### src/design/rcbhl_pkg.sv
// Package for the RC brake and hazard light controller.
// It holds the throttle state and register index types, the fixed levels
// and limits, and the blink phase function. It depends on nothing.
`timescale 1ns / 1ps
`default_nettype none

package rcbhl_pkg;

	// Throttle states in their stored encoding.
	typedef enum logic [1:0] {
		THR_ACCEL   = 2'd0,
		THR_NEUTRAL = 2'd1,
		THR_BRAKE   = 2'd2
	} thr_state_t;

	// Configuration register indexes.
	typedef enum logic [2:0] {
		REG_BRAKE_THRESHOLD   = 3'd0,
		REG_ACCEL_THRESHOLD   = 3'd1,
		REG_TRIGGER_DROP      = 3'd2,
		REG_POSITION_LEVEL    = 3'd3,
		REG_NEUTRAL_WINDOW_US = 3'd4,
		REG_FRESH_WINDOW_US   = 3'd5,
		REG_HAZARD_THRESHOLD  = 3'd6,
		REG_BAD_LIMIT         = 3'd7
	} cfg_reg_t;

	// Field widths.
	localparam int unsigned NOW_W   = 32;
	localparam int unsigned WIDTH_W = 15;
	localparam int unsigned LEVEL_W = 8;
	localparam int unsigned CFG_W   = 20;

	// Register reset values.
	localparam logic [11:0] BRAKE_THRESHOLD_RST   = 12'd1450;
	localparam logic [11:0] ACCEL_THRESHOLD_RST   = 12'd1550;
	localparam logic [7:0]  TRIGGER_DROP_RST      = 8'd20;
	localparam logic [7:0]  POSITION_LEVEL_RST    = 8'd31;
	localparam logic [19:0] NEUTRAL_WINDOW_US_RST = 20'd50000;
	localparam logic [19:0] FRESH_WINDOW_US_RST   = 20'd100000;
	localparam logic [11:0] HAZARD_THRESHOLD_RST  = 12'd1750;
	localparam logic [7:0]  BAD_LIMIT_RST         = 8'd10;

	// Valid pulse range and output levels.
	localparam logic [WIDTH_W-1:0] VALID_LO    = 15'd1000;
	localparam logic [WIDTH_W-1:0] VALID_HI    = 15'd2000;
	localparam logic [LEVEL_W-1:0] FULL_LEVEL  = 8'd255;
	localparam logic [LEVEL_W-1:0] BLINK_LEVEL = 8'd127;
	localparam logic [LEVEL_W-1:0] OFF_LEVEL   = 8'd0;
	localparam logic [7:0]         BAD_MAX     = 8'd255;

	// True when the phase modulo ten is 0, 1 or 2. The residue modulo five
	// comes from the nibble sum (16 is 1 modulo 5), the residue modulo two
	// from the low bit, and the pair picks the residue modulo ten.
	function automatic logic blink_on(input logic [15:0] phase);
		logic [5:0] nib_sum;
		logic [4:0] fold;
		logic [4:0] r5;
		logic       odd;
		nib_sum = {2'b00, phase[3:0]} + {2'b00, phase[7:4]}
			+ {2'b00, phase[11:8]} + {2'b00, phase[15:12]};
		fold = {3'b000, nib_sum[5:4]} + {1'b0, nib_sum[3:0]};
		if (fold >= 5'd15) begin
			r5 = fold - 5'd15;
		end else if (fold >= 5'd10) begin
			r5 = fold - 5'd10;
		end else if (fold >= 5'd5) begin
			r5 = fold - 5'd5;
		end else begin
			r5 = fold;
		end
		odd = phase[0];
		return ((r5 == 5'd0) && !odd) || ((r5 == 5'd1) && odd) || ((r5 == 5'd2) && !odd);
	endfunction

endpackage

`default_nettype wire

### src/design/rc_brake_hazard_light_controller_core.sv
// Top level of the RC brake and hazard light controller.
// A poll is first taken into the input register and moves on into the result
// register when that is empty or its beat is taken; the result beat is then offered.
// Throughput: one poll per cycle; the input register takes a new poll whenever
// it is empty or its poll moves on, so both sides stall only on the downstream tready.
// Reset (arst_n low, asynchronous): held widths, times and counters clear,
// throttle state is neutral, brake light flag is set, registers take defaults.
`timescale 1ns / 1ps
`default_nettype none

module rc_brake_hazard_light_controller_core
	import rcbhl_pkg::*;
(
	input  wire logic        clk,
	input  wire logic        arst_n,
	// Poll input.
	input  wire logic        s_axis_tvalid,
	output logic             s_axis_tready,
	input  wire logic [63:0] s_axis_tdata,   // now[31:0], thr_width[46:32], aux_width[61:47], zero pad
	// Light levels output.
	output logic             m_axis_tvalid,
	input  wire logic        m_axis_tready,
	output logic [15:0]      m_axis_tdata,   // brake_level[7:0], hazard_level[15:8]
	// Configuration write channel.
	input  wire logic        cfg_valid,
	output logic             cfg_ready,
	input  wire logic [2:0]  cfg_index,
	input  wire logic [CFG_W-1:0] cfg_data
);

	// Configuration registers.
	logic [11:0] brake_thr_q;
	logic [11:0] accel_thr_q;
	logic [7:0]  trigger_drop_q;
	logic [7:0]  position_level_q;
	logic [19:0] neutral_win_q;
	logic [19:0] fresh_win_q;
	logic [11:0] hazard_thr_q;
	logic [7:0]  bad_limit_q;

	// Input register.
	logic               valid_s1;
	logic [NOW_W-1:0]   now_s1;
	logic [WIDTH_W-1:0] thr_s1;
	logic [WIDTH_W-1:0] aux_s1;

	// Controller state.
	logic [WIDTH_W-1:0] thr_held_q;
	logic [NOW_W-1:0]   thr_seen_q;
	logic [WIDTH_W-1:0] aux_held_q;
	logic [NOW_W-1:0]   aux_seen_q;
	logic [7:0]         bad_count_q;
	thr_state_t         prev_state_q;
	logic [WIDTH_W-1:0] prev_width_q;
	logic [NOW_W-1:0]   change_time_q;
	logic               brake_on_q;
	logic               moved_q;

	// Result register.
	logic               out_valid_q;
	logic [LEVEL_W-1:0] brake_level_q;
	logic [LEVEL_W-1:0] hazard_level_q;

	// Next-state and result signals.
	logic               advance;
	logic [WIDTH_W-1:0] thr_held_n;
	logic [NOW_W-1:0]   thr_seen_n;
	logic [WIDTH_W-1:0] aux_held_n;
	logic [NOW_W-1:0]   aux_seen_n;
	logic [7:0]         bad_count_n;
	thr_state_t         prev_state_n;
	logic [WIDTH_W-1:0] prev_width_n;
	logic [NOW_W-1:0]   change_time_n;
	logic               brake_on_n;
	logic               moved_n;
	logic [LEVEL_W-1:0] brake_level_n;
	logic [LEVEL_W-1:0] hazard_level_n;
	logic               valid_w;
	logic               fresh;
	logic               active;
	logic               blink;
	logic               err;
	thr_state_t         cur_state;
	logic [NOW_W-1:0]   aux_age;
	logic [NOW_W-1:0]   thr_age;
	logic [NOW_W-1:0]   state_age;
	logic [WIDTH_W:0]   eased_sum;

	// The poll in the input register moves on when the result register is empty or its beat is taken.
	assign advance       = valid_s1 && (!out_valid_q || m_axis_tready);
	assign s_axis_tready = !valid_s1 || advance;
	assign cfg_ready     = 1'b1;

	assign m_axis_tvalid = out_valid_q;
	assign m_axis_tdata  = {hazard_level_q, brake_level_q};

	// Configuration writes.
	always_ff @(posedge clk or negedge arst_n) begin
		if (!arst_n) begin
			brake_thr_q      <= BRAKE_THRESHOLD_RST;
			accel_thr_q      <= ACCEL_THRESHOLD_RST;
			trigger_drop_q   <= TRIGGER_DROP_RST;
			position_level_q <= POSITION_LEVEL_RST;
			neutral_win_q    <= NEUTRAL_WINDOW_US_RST;
			fresh_win_q      <= FRESH_WINDOW_US_RST;
			hazard_thr_q     <= HAZARD_THRESHOLD_RST;
			bad_limit_q      <= BAD_LIMIT_RST;
		end else if (cfg_valid && cfg_ready) begin
			case (cfg_reg_t'(cfg_index))
				REG_BRAKE_THRESHOLD:   brake_thr_q      <= cfg_data[11:0];
				REG_ACCEL_THRESHOLD:   accel_thr_q      <= cfg_data[11:0];
				REG_TRIGGER_DROP:      trigger_drop_q   <= cfg_data[7:0];
				REG_POSITION_LEVEL:    position_level_q <= cfg_data[7:0];
				REG_NEUTRAL_WINDOW_US: neutral_win_q    <= cfg_data;
				REG_FRESH_WINDOW_US:   fresh_win_q      <= cfg_data;
				REG_HAZARD_THRESHOLD:  hazard_thr_q     <= cfg_data[11:0];
				REG_BAD_LIMIT:         bad_limit_q      <= cfg_data[7:0];
				default: begin
				end
			endcase
		end
	end

	// Input register valid flag.
	always_ff @(posedge clk or negedge arst_n) begin
		if (!arst_n) begin
			valid_s1 <= 1'b0;
		end else if (s_axis_tready) begin
			valid_s1 <= s_axis_tvalid;
		end
	end

	// Input register payload.
	always_ff @(posedge clk) begin
		if (s_axis_tvalid && s_axis_tready) begin
			now_s1 <= s_axis_tdata[31:0];
			thr_s1 <= s_axis_tdata[46:32];
			aux_s1 <= s_axis_tdata[61:47];
		end
	end

	// Held widths, validity, freshness and the bad-poll counter.
	always_comb begin
		thr_held_n = (thr_s1 != '0) ? thr_s1 : thr_held_q;
		thr_seen_n = (thr_s1 != '0) ? now_s1 : thr_seen_q;
		aux_held_n = (aux_s1 != '0) ? aux_s1 : aux_held_q;
		aux_seen_n = (aux_s1 != '0) ? now_s1 : aux_seen_q;

		valid_w = (aux_held_n >= VALID_LO) && (aux_held_n <= VALID_HI)
			&& (thr_held_n >= VALID_LO) && (thr_held_n <= VALID_HI);
		aux_age = now_s1 - aux_seen_n;
		thr_age = now_s1 - thr_seen_n;
		fresh   = (aux_age <= {12'd0, fresh_win_q}) && (thr_age <= {12'd0, fresh_win_q});

		if (valid_w && fresh) begin
			bad_count_n = '0;
		end else if (bad_count_q != BAD_MAX) begin
			bad_count_n = bad_count_q + 8'd1;
		end else begin
			bad_count_n = bad_count_q;
		end

		active = fresh && (bad_count_n < bad_limit_q);
		blink  = blink_on(now_s1[31:16]);
		err    = now_s1[19];
	end

	// Throttle state machine and light levels.
	always_comb begin
		prev_state_n  = prev_state_q;
		prev_width_n  = prev_width_q;
		change_time_n = change_time_q;
		brake_on_n    = brake_on_q;
		moved_n       = moved_q;
		state_age     = now_s1 - change_time_q;
		eased_sum     = {1'b0, thr_held_n} + {8'd0, trigger_drop_q};

		// Brake wins where the thresholds overlap.
		if (thr_held_n <= {3'd0, brake_thr_q}) begin
			cur_state = THR_BRAKE;
		end else if (thr_held_n >= {3'd0, accel_thr_q}) begin
			cur_state = THR_ACCEL;
		end else begin
			cur_state = THR_NEUTRAL;
		end

		if (active) begin
			moved_n = moved_q || (cur_state != THR_NEUTRAL);
			if (!moved_n) begin
				// Until the throttle first moves, the brake light blinks.
				brake_level_n = blink ? BLINK_LEVEL : OFF_LEVEL;
			end else begin
				if (cur_state != prev_state_q) begin
					case (cur_state)
						THR_ACCEL:   brake_on_n = 1'b0;
						THR_NEUTRAL: brake_on_n = 1'b1;
						THR_BRAKE: begin
							if (prev_state_q == THR_NEUTRAL
								&& state_age < {12'd0, neutral_win_q}) begin
								brake_on_n = 1'b1;
							end else if (prev_state_q == THR_ACCEL) begin
								brake_on_n = 1'b1;
							end else begin
								brake_on_n = 1'b0;
							end
						end
						default: brake_on_n = brake_on_q;
					endcase
					change_time_n = now_s1;
					prev_state_n  = cur_state;
				end
				// In accel, a width drop over the trigger drop lights the brake; other changes clear it.
				if (thr_held_n != prev_width_q && cur_state == THR_ACCEL
					&& prev_state_q == THR_ACCEL) begin
					brake_on_n = eased_sum < {1'b0, prev_width_q};
				end
				prev_width_n  = thr_held_n;
				brake_level_n = brake_on_n ? FULL_LEVEL : position_level_q;
			end
			hazard_level_n = (aux_held_n > {3'd0, hazard_thr_q} && blink)
				? FULL_LEVEL : OFF_LEVEL;
		end else begin
			// Error pattern alternates the two lights.
			brake_level_n  = err ? OFF_LEVEL : FULL_LEVEL;
			hazard_level_n = err ? FULL_LEVEL : OFF_LEVEL;
		end
	end

	// Controller state update.
	always_ff @(posedge clk or negedge arst_n) begin
		if (!arst_n) begin
			thr_held_q    <= '0;
			thr_seen_q    <= '0;
			aux_held_q    <= '0;
			aux_seen_q    <= '0;
			bad_count_q   <= '0;
			prev_state_q  <= THR_NEUTRAL;
			prev_width_q  <= '0;
			change_time_q <= '0;
			brake_on_q    <= 1'b1;
			moved_q       <= 1'b0;
		end else if (advance) begin
			thr_held_q    <= thr_held_n;
			thr_seen_q    <= thr_seen_n;
			aux_held_q    <= aux_held_n;
			aux_seen_q    <= aux_seen_n;
			bad_count_q   <= bad_count_n;
			prev_state_q  <= prev_state_n;
			prev_width_q  <= prev_width_n;
			change_time_q <= change_time_n;
			brake_on_q    <= brake_on_n;
			moved_q       <= moved_n;
		end
	end

	// Result register valid flag.
	always_ff @(posedge clk or negedge arst_n) begin
		if (!arst_n) begin
			out_valid_q <= 1'b0;
		end else if (advance) begin
			out_valid_q <= 1'b1;
		end else if (m_axis_tready) begin
			out_valid_q <= 1'b0;
		end
	end

	// Result register payload.
	always_ff @(posedge clk) begin
		if (advance) begin
			brake_level_q  <= brake_level_n;
			hazard_level_q <= hazard_level_n;
		end
	end

endmodule

`default_nettype wire
### config.mk
export PLATFORM = sky130hd
export DESIGN_NAME = rc_brake_hazard_light_controller_core
export DESIGN_NICKNAME = d
export VERILOG_FILES = /design/src/design/rcbhl_pkg.sv /design/src/design/rc_brake_hazard_light_controller_core.sv
export SDC_FILE = /design/constraint.sdc
export NUM_CORES = 1
export LEC_CHECK = 0
export ABC_CLOCK_PERIOD_IN_PS = 10500
export BUFFER_PORTS_ARGS = -buffer_cell sky130_fd_sc_hd__buf_2
export CAP_MARGIN = 5
export CORE_MARGIN = 8
export CORE_UTILIZATION = 40
export CTS_BUF_LIST = sky130_fd_sc_hd__clkbuf_4 sky130_fd_sc_hd__clkbuf_8
export CTS_CLUSTER_DIAMETER = 60
export DETAILED_ROUTE_END_ITERATION = 7
export PLACE_DENSITY_LB_ADDON = 0.08
export SYNTH_ARGS = -nofsm -noshare
export SYNTH_HDL_FRONTEND = slang
export SYNTH_SLANG_ARGS = --single-unit
### constraint.sdc
create_clock -name clk -period 10.5 [get_ports clk]
set_input_delay 2.1 -clock clk [delete_from_list [all_inputs] [get_ports clk]]
set_output_delay 2.1 -clock clk [all_outputs]
set_load 0.02 [all_outputs]
==> impl_metrics.yaml <==
timing:
  finalSetupViolCount: 0
  setup_tns_ns: 0
  skew_ns: 0.04366
  rsz0062_at_grt: "no"
  fin_ws_ns: 0.5781
  period_share: 0.9449
  whs_ns: 0.4662
  layout_min_cycle_time_ns: 9.922
  finalMaxSlewViolations: 0
  max_freq_ghz: 0.1008
  hold_viol: 0
  relSlewSlack: 0.1876
  tightest_slew_ns: 1.219
clock_tree:
  clk_path_buf_depth: 3
  htree_levels: 3
  cts_buffers: 68
  clkSlewWorstSetupHoldPaths_ns: 0.06
  root_buffer: "clkbuf_8"
  cts_setup_buffers: 0
  cts.sinks: 326
  cts_tree: "built"
  clk_latency_ns: 0.65
routing:
  initialDrtViolationCount: 1280
  firstDrtPassIters: 8
  via_per_inst: 5.545
  wl_per_cell_um: 20.11
  ant_nets: 0
  vias: 19710
  wl_um: 71480
  drc_errors: 0
floorplan:
  start_util: 0.4028
  io_pins: 111
  die-area_mm2: 0.06713
  fp.dieW_um: 259.1
  coreArea_mm2: 0.05869
  die_h_um: 259.1
  fp-row-count: 89
place:
  hpwl_um: 53280
  pre_cts_ws_ns: 0.5262
  place_congestion: 0.9010
  numPortBuffers: 107
  dp.cells: 3428
final_layout:
  fillers: 5698
  drive_gt1_frac: 0.1587
  fin_nets: 3061
  synthToLayoutAreaGrowth_pct: 12.91
  finalNonFillerCells: 3555
worst_setup_path:
  end_kind: "flip-flop"
  cp-start-kind: "flip-flop"
  arrival_ns: 10.43
  path_buf_inv: 4
  critical-path-top-delay-family: "simple AND/OR/NAND/NOR gates"
  critical-path-slowest-cell: "or4_2"
  path_max_fanout: 34
  worstPathRequired_ns: 11.01
  slowest_delay_ns: 0.75
  worstSetupPathType: "flip-flop to flip-flop"
power:
  power_mw: 4.698
  p_sw_frac: 0.3561
  peakVddDrop_uv: 154.5
  switchingPower_mw: 1.673
  p_comb_frac: 0.332
  p_clk_frac: 0.323
  pwr-share-seq: 0.345
  power_leakage_nw: 12.31
  power_density_mw_per_mm2: 176.0
  power.internal_mw: 3.025
global_routing:
  grtUsageTotal: 0.2100
  grt_remaining_overflow: 0
  grt_pass1_vias: 19710
  grt_antenna_before_repair: 3
  grt_max_degree: 160
  grt_pass1_wl_um: 111800
logic_synthesis:
  syn_nets: 2934
  syn-cell-area_mm2: 0.02364
  yosysUniqueCellTypes: 78
  avgSynthCellArea_um2: 9.099
  synthArstFlopShare: 0.7822
  netlist_instances: 2598
  synthFlopType: "dfrtp_1"
  synth_edf_count: 71
  ys_seq_area_frac: 0.3623
  yosys_register_bits: 326
  ys.warnings.count: 0
min_path:
  min_path_type: "flip-flop to flip-flop"
outcome:
  outcome: "completed"
job:
  cap_violations: 0
## worst min-delay path, cell delays in order (launching register included)
cell     delay [ns]
dfrtp_1        0.33
nand2_1        0.05
nand2_1        0.05
## routing by layer
layer / share of wire / global-route usage / routed length, um / vias to the layer above
li1: - / - / - / 9562
met1: 0.47 / 0.2888 / 33880 / 9559
met2: 0.45 / 0.3336 / 32090 / 468
met3: 0.047 / 0.03615 / 3358 / 123
met4: 0.030 / 0.06718 / 2149 / 0
met5: 0 / 0 / 0 / -
## worst paths after layout
| path | start | slack [ns] | cells past startpoint | endpoint |
|---|---|---|---|---|
| worst max-delay path | thr_s1[8] | 0.58 | 35 | change_time_q[31] |
| worst min-delay path | aux_held_q[9] | 0.47 | 2 | aux_held_q[9] |
| worst max register to register | thr_s1[8] | 0.58 | 35 | change_time_q[31] |
| worst min register to register | aux_held_q[9] | 0.47 | 2 | aux_held_q[9] |
| max in group asynchronous | arst_n | 7.62 | 2 | thr_seen_q[28] |
| min in group asynchronous | arst_n | 1.48 | 1 | bad_count_q[5] |
## sequential cells by signal (all words and copies together), names as in the netlist, 2 cells and up
signal / cells
thr_seen_q: 32
hazard_thr_q: 12
fresh_win_q: 20
aux_seen_q: 32
prev_width_q: 15
brake_level_q: 8
prev_state_q: 2
accel_thr_q: 12
trigger_drop_q: 8
bad_count_q: 8
now_s1: 32
thr_held_q: 15
aux_held_q: 15
neutral_win_q: 20
thr_s1: 15
bad_limit_q: 8
position_level_q: 8
change_time_q: 32
brake_thr_q: 12
aux_s1: 15
## cells in the mapped netlist (all sizes together) (9+ instances only)
| master | n | area (um2) |
|---|---|---|
| nand2 | 420 | 1577 |
| ha | 231 | 2890 |
| dfrtp | 214 | 5355 |
| inv | 190 | 713.2 |
| a21oi | 171 | 855.8 |
| o21ai | 164 | 820.8 |
| nor2 | 106 | 397.9 |
| mux2 | 98 | 1209 |
| mux2i | 79 | 790.8 |
| clkbuf | 72 | 270.3 |
| edfxtp | 71 | 2132 |
| xnor2 | 71 | 621.9 |
| a21o | 58 | 435.4 |
| nand3 | 56 | 280.3 |
| nor3 | 44 | 225.2 |
| dfstp | 41 | 1077 |
| nand4 | 38 | 244.0 |
| and3 | 32 | 200.2 |
| xor2 | 30 | 262.8 |
| a211oi | 28 | 210.2 |
| buf | 25 | 156.4 |
| nor4 | 24 | 175.2 |
| nand2b | 23 | 143.9 |
| nor2b | 23 | 143.9 |
| o21bai | 23 | 172.7 |
| o21a | 20 | 150.1 |
| a31oi | 17 | 106.4 |
| or4 | 15 | 112.6 |
| and4 | 13 | 113.9 |
| fa | 13 | 260.3 |
| o31ai | 12 | 90.09 |
| a21boi | 11 | 82.58 |
| a41oi | 11 | 96.34 |
| nor4b | 11 | 96.34 |
| or3 | 11 | 68.82 |
| and2 | 10 | 62.56 |
| nor3b | 10 | 75.07 |
| nand3b | 9 | 67.56 |
## what timing repair did
item | in CTS | in global routing
gates resized for setup | 0 | 2
endpoints found under the setup margin | 0 | 32
hold buffers | 0 | 0
## cell type report
| cell class | instances | area [um2] | share of cell area |
|---|---|---|---|
| diodes | 4 | 10.01 | 0.0003750 |
| multi-input cells | 1985 | 13990 | 0.5241 |
| repair buffers | 154 | 935.9 | 0.03506 |
| inverters | 190 | 713.2 | 0.02672 |
| clock buffers | 100 | 1226 | 0.04594 |
| clock inverters | 23 | 285.3 | 0.01069 |
| flip-flops and latches | 326 | 8564 | 0.3209 |
| well taps | 773 | 967.2 | 0.03624 |
## stage by stage
| stage | cell area [um2] | util |
|---|---|---|
| 2_1_floorplan | 23640 | - |
| 3_3_place_gp | 25160 | 0.4287 |
| 3_5_place_dp | 25160 | 0.4287 |
| 4_1_cts | 26670 | 0.4545 |
| 5_1_grt | 26690 | 0.4547 |
| 6_report | 26690 | 0.4548 |
## power by group through the flow
stage | clock network [mW] | logic [mW] | registers, mW
after floorplan | 0 | 1.10 | 1.60
after global placement | 0 | 1.51 | 1.63
after detailed placement | 0 | 1.55 | 1.64
after CTS | 1.57 | 1.56 | 1.62
after global routing | 1.63 | 1.76 | 1.64
final | 1.52 | 1.56 | 1.62
## cells by family after synthesis
logic type / share of synthesized area
compound gates: 0.1597
xor+xnor: 0.03742
fa+ha+maj: 0.1333
buf+inv: 0.04822
flops: 0.3623
mux: 0.08458
other cells: 0.0001586
simple gates: 0.1743
## layout by cell type, fill, tap and decap left out, types with 24 or more instances in the layout
master / synthesis / final
mux2_2: 66 / 66
nand3_1: 56 / 56
a21oi_1: 171 / 171
mux2i_1: 79 / 79
dfstp_2: 41 / 41
a211oi_1: 28 / 28
and3_1: 32 / 32
nand2_1: 420 / 418
buf_4: 9 / 44
edfxtp_1: 71 / 71
nand4_1: 37 / 37
o21ai_0: 161 / 161
a21o_1: 58 / 58
xor2_1: 30 / 30
clkbuf_8: 0 / 76
clkbuf_4: 0 / 24
dfrtp_1: 214 / 214
nor2_1: 106 / 104
xnor2_1: 71 / 71
nor3_1: 43 / 41
ha_1: 231 / 231
buf_2: 5 / 106
inv_1: 190 / 190
mux2_4: 28 / 28
Note: power is estimated with default switching activity, not from simulation.
